--- src/hw/rtl/ncgc_pkg.sv ---
// Shared types and constants for the nearest-centroid gate check block.
// Holds the transfer payload structs, command and register codes, shift amounts.
// No dependencies.
`default_nettype none

package ncgc_pkg;

  typedef struct packed {
    logic [1:0]         command;
    logic [3:0]         table_index;
    logic [3:0]         claimed_index;
    logic signed [31:0] point_x;
    logic signed [31:0] point_y;
  } in_item_t;

  typedef struct packed {
    logic        accepted;
    logic [3:0]  nearest_index;
    logic [31:0] claimed_distance;
  } out_item_t;

  localparam logic [1:0] CMD_WRITE  = 2'd0;
  localparam logic [1:0] CMD_UPDATE = 2'd1;
  localparam logic [1:0] CMD_CHECK  = 2'd2;

  localparam logic REG_ACTIVE = 1'b0;
  localparam logic REG_GATE   = 1'b1;

  localparam logic [4:0]  ACTIVE_RESET = 5'd16;
  localparam logic [31:0] DIST_NONE    = 32'hFFFF_FFFF;

  localparam int DIFF_W     = 33;
  localparam int DIST_SHIFT = 8;
  localparam int STEP_SHIFT = 3;
  localparam int DX_W       = DIFF_W - DIST_SHIFT;

endpackage

`default_nettype wire

--- src/hw/rtl/nearest_centroid_gate_check_core.sv ---
// Nearest-centroid gate check: holds a reference table and a running point,
// answers membership claims. Depends on ncgc_pkg.
//
// Usage:
//   Input channel in_valid/in_ready/in_data carries commands. Command 0 writes
//   one table entry, command 1 moves the running point one eighth of the way
//   toward the sample; both finish in the cycle of their transfer and give no
//   result. Command 3 is dropped. Command 2 starts a search over the active
//   entries and returns one result on out_valid/out_ready/out_data.
//   Command 2 keeps in_ready low from its transfer to its result. Its search
//   runs through the distance pipeline (table read, difference, square,
//   accumulate), which takes one table entry per cycle plus the claimed entry.
//   The result sits in an output register: commands 0 and 1 keep flowing
//   while it waits, and a following check holds in its final state until the
//   register is free, so a stalled receiver only delays the next check.
//   Configuration goes through the APB port: active_count at 0x0, gate_squared
//   at 0x4. pready is always high. Write registers only while the block idles.
//   Reset (synchronous, rst high) clears the running point to zero, sets
//   active_count to 16 and gate_squared to all ones, and empties the output.
//   Table contents are undefined until written.
`default_nettype none

module nearest_centroid_gate_check_core
  import ncgc_pkg::*;
#(
  parameter int MAX_ENTRIES = 16
) (
  input  logic        clk,
  input  logic        rst,
  input  logic        psel,
  input  logic        penable,
  input  logic        pwrite,
  input  logic [2:0]  paddr,
  input  logic [31:0] pwdata,
  output logic [31:0] prdata,
  output logic        pready,
  input  logic        in_valid,
  output logic        in_ready,
  input  in_item_t    in_data,
  output logic        out_valid,
  input  logic        out_ready,
  output out_item_t   out_data
);

  localparam int AW    = $clog2(MAX_ENTRIES);
  localparam int CNT_W = $clog2(MAX_ENTRIES + 1);

  localparam logic [1:0] ST_IDLE = 2'd0;
  localparam logic [1:0] ST_RUN  = 2'd1;
  localparam logic [1:0] ST_FIN  = 2'd2;

  // configuration
  logic [4:0]  active_count;
  logic [31:0] gate_squared;
  logic        cfg_wr;

  assign pready = 1'b1;
  assign cfg_wr = psel && penable && pwrite;

  always_ff @(posedge clk) begin
    if (rst) begin
      active_count <= ACTIVE_RESET;
      gate_squared <= DIST_NONE;
    end else if (cfg_wr) begin
      case (paddr[2])
        REG_ACTIVE: active_count <= pwdata[4:0];
        REG_GATE:   gate_squared <= pwdata;
        default:    ;
      endcase
    end
  end

  always_comb begin
    case (paddr[2])
      REG_ACTIVE: prdata = {27'd0, active_count};
      REG_GATE:   prdata = gate_squared;
      default:    prdata = '0;
    endcase
  end

  // sequencer and control
  logic [1:0]       state;
  logic [CNT_W-1:0] iss;
  logic [CNT_W-1:0] m;
  logic             claim_done;
  logic [3:0]       cidx;
  logic             claim_ok;
  logic             in_fire;
  logic             tidx_ok;
  logic [7:0]       ac_ext;

  assign in_ready = (state == ST_IDLE);
  assign in_fire  = in_valid && in_ready;
  assign tidx_ok  = 8'(in_data.table_index) < 8'(MAX_ENTRIES);
  assign claim_ok = 8'(cidx) < 8'(MAX_ENTRIES);
  assign ac_ext   = 8'(active_count);
  assign m        = (ac_ext > 8'(MAX_ENTRIES)) ? CNT_W'(MAX_ENTRIES) : CNT_W'(ac_ext);

  // running point
  logic [31:0] running_x;
  logic [31:0] running_y;
  logic [DIFF_W-1:0] ux_diff;
  logic [DIFF_W-1:0] uy_diff;
  logic [31:0] running_x_next;
  logic [31:0] running_y_next;

  always_comb begin
    ux_diff = {in_data.point_x[31], in_data.point_x} - {running_x[31], running_x};
    uy_diff = {in_data.point_y[31], in_data.point_y} - {running_y[31], running_y};
    running_x_next = running_x +
      {{(STEP_SHIFT-1){ux_diff[DIFF_W-1]}}, ux_diff[DIFF_W-1:STEP_SHIFT]};
    running_y_next = running_y +
      {{(STEP_SHIFT-1){uy_diff[DIFF_W-1]}}, uy_diff[DIFF_W-1:STEP_SHIFT]};
  end

  always_ff @(posedge clk) begin
    if (rst) begin
      running_x <= '0;
      running_y <= '0;
    end else if (in_fire && in_data.command == CMD_UPDATE) begin
      running_x <= running_x_next;
      running_y <= running_y_next;
    end
  end

  // reference table: x in the upper half, y in the lower half
  logic [63:0]   mem [MAX_ENTRIES];
  logic [63:0]   rd_data;
  logic [AW-1:0] rd_addr;
  logic          issue_v;
  logic          issue_claim;

  always_ff @(posedge clk) begin
    if (in_fire && in_data.command == CMD_WRITE && tidx_ok) begin
      mem[AW'(in_data.table_index)] <= {in_data.point_x, in_data.point_y};
    end
  end

  always_comb begin
    issue_v     = 1'b0;
    issue_claim = 1'b0;
    rd_addr     = '0;
    if (state == ST_RUN) begin
      if (iss < m) begin
        issue_v = 1'b1;
        rd_addr = iss[AW-1:0];
      end else if (!claim_done && claim_ok) begin
        issue_v     = 1'b1;
        issue_claim = 1'b1;
        rd_addr     = AW'(cidx);
      end
    end
  end

  always_ff @(posedge clk) begin
    rd_data <= mem[rd_addr];
  end

  // distance pipeline: read, difference, square, accumulate
  logic          v0, v1, v2;
  logic          c0, c1, c2;
  logic [AW-1:0] idx0, idx1, idx2;
  logic [DIFF_W-1:0] dx_full;
  logic [DIFF_W-1:0] dy_full;
  logic signed [DX_W-1:0] dx, dy;
  logic signed [2*DX_W-1:0] prod_x, prod_y;
  logic [31:0] sq_x, sq_y;
  logic [31:0] dist_sum;

  assign dx_full  = {running_x[31], running_x} - {rd_data[63], rd_data[63:32]};
  assign dy_full  = {running_y[31], running_y} - {rd_data[31], rd_data[31:0]};
  assign prod_x   = dx * dx;
  assign prod_y   = dy * dy;
  assign dist_sum = sq_x + sq_y;

  always_ff @(posedge clk) begin
    if (rst) begin
      v0 <= 1'b0;
      v1 <= 1'b0;
      v2 <= 1'b0;
    end else begin
      v0 <= issue_v;
      v1 <= v0;
      v2 <= v1;
    end
    c0   <= issue_claim;
    idx0 <= rd_addr;
    c1   <= c0;
    idx1 <= idx0;
    dx   <= dx_full[DIFF_W-1:DIST_SHIFT];
    dy   <= dy_full[DIFF_W-1:DIST_SHIFT];
    c2   <= c1;
    idx2 <= idx1;
    sq_x <= prod_x[31:0];
    sq_y <= prod_y[31:0];
  end

  // search result
  logic [31:0]   best;
  logic [AW-1:0] besti;
  logic [31:0]   di;
  logic          verdict;
  logic          out_free;

  assign verdict  = claim_ok && (8'(besti) == 8'(cidx)) && (di <= gate_squared);
  assign out_free = !out_valid || out_ready;

  always_ff @(posedge clk) begin
    if (in_fire && in_data.command == CMD_CHECK) begin
      best  <= DIST_NONE;
      besti <= '0;
      di    <= DIST_NONE;
      cidx  <= in_data.claimed_index;
    end else if (v2) begin
      if (c2) begin
        di <= dist_sum;
      end else if (dist_sum < best) begin
        best  <= dist_sum;
        besti <= idx2;
      end
    end
  end

  always_ff @(posedge clk) begin
    if (rst) begin
      state      <= ST_IDLE;
      iss        <= '0;
      claim_done <= 1'b0;
    end else begin
      case (state)
        ST_IDLE: begin
          if (in_fire && in_data.command == CMD_CHECK) begin
            state      <= ST_RUN;
            iss        <= '0;
            claim_done <= 1'b0;
          end
        end
        ST_RUN: begin
          if (iss < m) begin
            iss <= iss + 1'b1;
          end else if (!claim_done) begin
            claim_done <= 1'b1;
          end else if (!v0 && !v1 && !v2) begin
            state <= ST_FIN;
          end
        end
        ST_FIN: begin
          // hold until the output register is free
          if (out_free) begin
            state <= ST_IDLE;
          end
        end
        default: state <= ST_IDLE;
      endcase
    end
  end

  always_ff @(posedge clk) begin
    if (rst) begin
      out_valid <= 1'b0;
    end else if (state == ST_FIN && out_free) begin
      out_valid <= 1'b1;
    end else if (out_ready) begin
      out_valid <= 1'b0;
    end
  end

  always_ff @(posedge clk) begin
    if (state == ST_FIN && out_free) begin
      out_data.accepted         <= verdict;
      out_data.nearest_index    <= 4'(besti);
      out_data.claimed_distance <= di;
    end
  end

endmodule

`default_nettype wire

--- config.mk ---
export PLATFORM = sky130hd
export DESIGN_NAME = nearest_centroid_gate_check_core
export DESIGN_NICKNAME = d
export VERILOG_FILES = /design/src/hw/rtl/ncgc_pkg.sv /design/src/hw/rtl/nearest_centroid_gate_check_core.sv
export SDC_FILE = /design/constraint.sdc
export NUM_CORES = 2
export LEC_CHECK = 0
export ABC_AREA = 1
export BUFFER_PORTS_ARGS = -buffer_cell sky130_fd_sc_hd__buf_2
export CAP_MARGIN = 5
export CELL_PAD_IN_SITES_DETAIL_PLACEMENT = 1
export CELL_PAD_IN_SITES_GLOBAL_PLACEMENT = 1
export CORE_UTILIZATION = 50
export CTS_CLUSTER_SIZE = 20
export DETAILED_ROUTE_END_ITERATION = 8
export HOLD_SLACK_MARGIN = 0.05
export PLACE_DENSITY_LB_ADDON = 0.1
export SLEW_MARGIN = 20
export SYNTH_ARGS = -nofsm -noshare
export SYNTH_HDL_FRONTEND = slang
export SYNTH_SLANG_ARGS = --single-unit
--- constraint.sdc ---
create_clock -name clk -period 8.6 [get_ports clk]
set_input_delay 0.86 -clock clk [delete_from_list [all_inputs] [get_ports clk]]
set_output_delay 0.86 -clock clk [all_outputs]
set_load 0.01 [all_outputs]
==> qor.yml <==
r2r-start: "dy[2]$_DFF_P_"
synth_cell_types: 62
start_util_pct: 50.6
hold_buffers: 0
grt_pass1_wl_mm: 446
worstSkewPairLatency_ns: 0.82
clk_pin_slew_worst_paths_ns: 0.06
dp_hpwl_mm: 206
synth-edff-count: 1065
synth_area_per_cell_um2: 9.58
synthArstFlopShare_pct: 0
drc: 0
rr_worst_depth: 22
hold_path_class: "input pin to flop"
nets: 11300
vias: 69400
setup.worst_path.end_class: "flop"
gr-usage-all-layers_pct: 30.7
drv_slew: 0
die_area_um2: 190000
clockRootBuffer: "clkbuf_16"
worstPathRequired_ns: 9.30
ios: 188
critPathMaxFanout: 14
tritoncts: "done"
regToRegEndpoint: "sq_y[31]$_DFF_P_"
dieHeight_um: 436
drt_iter0_markers: 4243
synthCells: 9827
rows: 158
synth-seq-cells: 1437
area_growth_pct: 9.34
ys_seq_area_share_pct: 41.9
max_slew_margin_pct: 23.4
hold_viol_final: 0
netlist_area_um2: 94100
port_buffers: 184
htreeDepth: 4
clock_path_buffers: 3
ys_top_cells_by_area: "edfxtp_1 (34%), fa_1 (15%), inv_1 (8.1%)"
n_fill_cell: 20800
final_common_cell: "inv_1"
path_class: "flop to flop"
regToRegSetupSlack_ns: 1.60
netlist.area_leader.share_pct: 34.0
cts_resized: 0
max_freq_mhz: 143
viasPerCell: 5.53
firstDrtPassIters: 5
cap_violations: 0
synth_area_leader_cell: "edfxtp_1"
core-area_um2: 186000
routedWlPerCell_um: 23.2
cp_data_arrival_time_ns: 7.70
regArea_um2: 39400
hold_path_end: "gate_squared[16]$_SDFFE_PP1P_"
grt_max_degree: 234
wl_mm: 291
grt_pass1_vias: 76100
antenna_found_initial: 25
drtAntennaViolNets: 0
multi_input_area_um2: 45600
min_path_cells: 3
clock_sinks: 1437
overflow: 0
hp-start: "pwdata[16]"
tns_ns: 0
grt_setup_unrepaired: "no"
layout_common_cells: "inv_1 (2028), nand2_1 (1667), edfxtp_1 (1065), fa_1 (708), nand3_1 (608)"
tightest_slew_ns: 1.15
ys_warn_count: 0
setup_viol: 0
min_period_over_period_pct: 81.4
finClkSkew_ns: 0.0407
place_congestion: 0.937
status: "completed"
min_period_ns: 7.00
cts_setup_buffers: 0
fp.dieW_um: 436
synthFlopType: "edfxtp_1"
startpoint_type: "flop"
cts_buffers: 155
final_layout_size_suffix_gt1_share_pct: 7.55
syn_nets: 11200
[synthesized netlist by cell type, types with 29 or more instances]
library cell and instances:
xor2_1 191, nand2_1 1667, edfxtp_1 1065, nor4_1 29
fa_1 708, or2_2 180, buf_1 44, inv_1 2031
or2_1 126, nor3_1 43, nand4_1 52, buf_2 116
clkbuf_1 193, a21o_1 43, nand3_1 608, a21oi_1 474
nor2_1 300, o211ai_1 484, o21ai_0 284, xnor2_1 93
o21bai_1 31, dfxtp_1 372, ha_1 539
[how the worst max path moves through the flow]
stage	from	end	slack, ns	cells after the start
final	dy[2]$_DFF_P_	sq_y[31]$_DFF_P_	1.60	22
after global routing	dx[8]$_DFF_P_	sq_x[22]$_DFF_P_	1.30	21
after CTS	dx[10]$_DFF_P_	sq_x[31]$_DFF_P_	1.52	24
after detailed placement	dx[10]$_DFF_P_	sq_x[26]$_DFF_P_	1.58	19
after global placement	dy[1]$_DFF_P_	sq_y[31]$_DFF_P_	1.58	22
after floorplan	in_valid	mem[9][0]$_DFFE_PP_	0.58	4
[registers in the layout, indices dropped and copies added, names as in the netlist, 5 cells and up]
name / flops
active_count: 5
best: 32
di: 32
dx: 25
dy: 25
gate_squared: 32
iss: 5
mem: 1024
out_data: 37
rd_data: 64
running_x: 32
running_y: 32
sq_x: 31
sq_y: 31
[area by class of cell]
class / instances / share of cell area (%)
clock buffers: 220 / 4.27
diodes: 16 / 0.0389
inverters: 2040 / 7.46
flip-flops and latches: 1437 / 38.3
clock inverters: 70 / 0.829
repair buffers: 299 / 1.80
multi-input cells: 5979 / 44.3
well taps: 2480 / 3.01
[per-layer routing]
metal | wire [um] | GRT usage, % | vias up
met4 | 14000 | 14.3 | 14
met3 | 11600 | 3.51 | 537
met2 | 144000 | 53.0 | 1516
met1 | 121000 | 38.6 | 35300
li1 | - | - | 32100
met5 | 90 | 0 | -
[worst max-delay path, stage by stage (launching register included)]
cell and delay (ns):
dfxtp_1 0.89, buf_4 0.31, nand2_1 0.09, fa_1 0.53
inv_1 0.08, fa_1 0.54, inv_1 0.05, fa_1 0.49
fa_1 0.51, inv_1 0.06, fa_1 0.51, fa_1 0.50
inv_1 0.05, fa_1 0.49, inv_1 0.04, ha_1 0.38
a21oi_1 0.30, o21ai_0 0.18, a21oi_1 0.21, o2111ai_1 0.13
nor2_1 0.28, nand3b_1 0.18, nand2_1 0.06
[through the flow]
| stage | instances | cell area [um2] | setup WS (ns) | util, % | hold slack (ns) |
|---|---|---|---|---|---|
| 3_3_place_gp | 12200 | 97600 | 1.58 | 52.4 | 0.310 |
| 3_5_place_dp | 12200 | 97600 | 1.58 | 52.4 | 0.314 |
| 6_report | 12500 | 103000 | 1.60 | 55.3 | 0.267 |
| 4_1_cts | 12500 | 103000 | 1.52 | 55.2 | 0.212 |
| 5_1_grt | 12500 | 103000 | 1.30 | 55.3 | 0.265 |
| 2_1_floorplan | 9827 | 94100 | 0.583 | - | 0.310 |
[logic make-up (layout without fill, tap and decap cells)]
family / count (synthesis) / in the layout / share of synthesized area [%]
AO/OA/AOI/OAI: 1418 / 1418 / 9.32
AND/OR/NAND/NOR: 3029 / 3029 / 14.1
other: 1 / 17 / 0.00398
buffers and inverters: 2411 / 2629 / 9.86
flip-flops: 1437 / 1437 / 41.9
adder cells (fa/ha/maj): 1247 / 1247 / 22.2
XOR/XNOR: 284 / 284 / 2.64
Power is left out: the tool's default activity adds up to more than one toggle a clock period on the data nets, which glitch-free logic cannot reach.
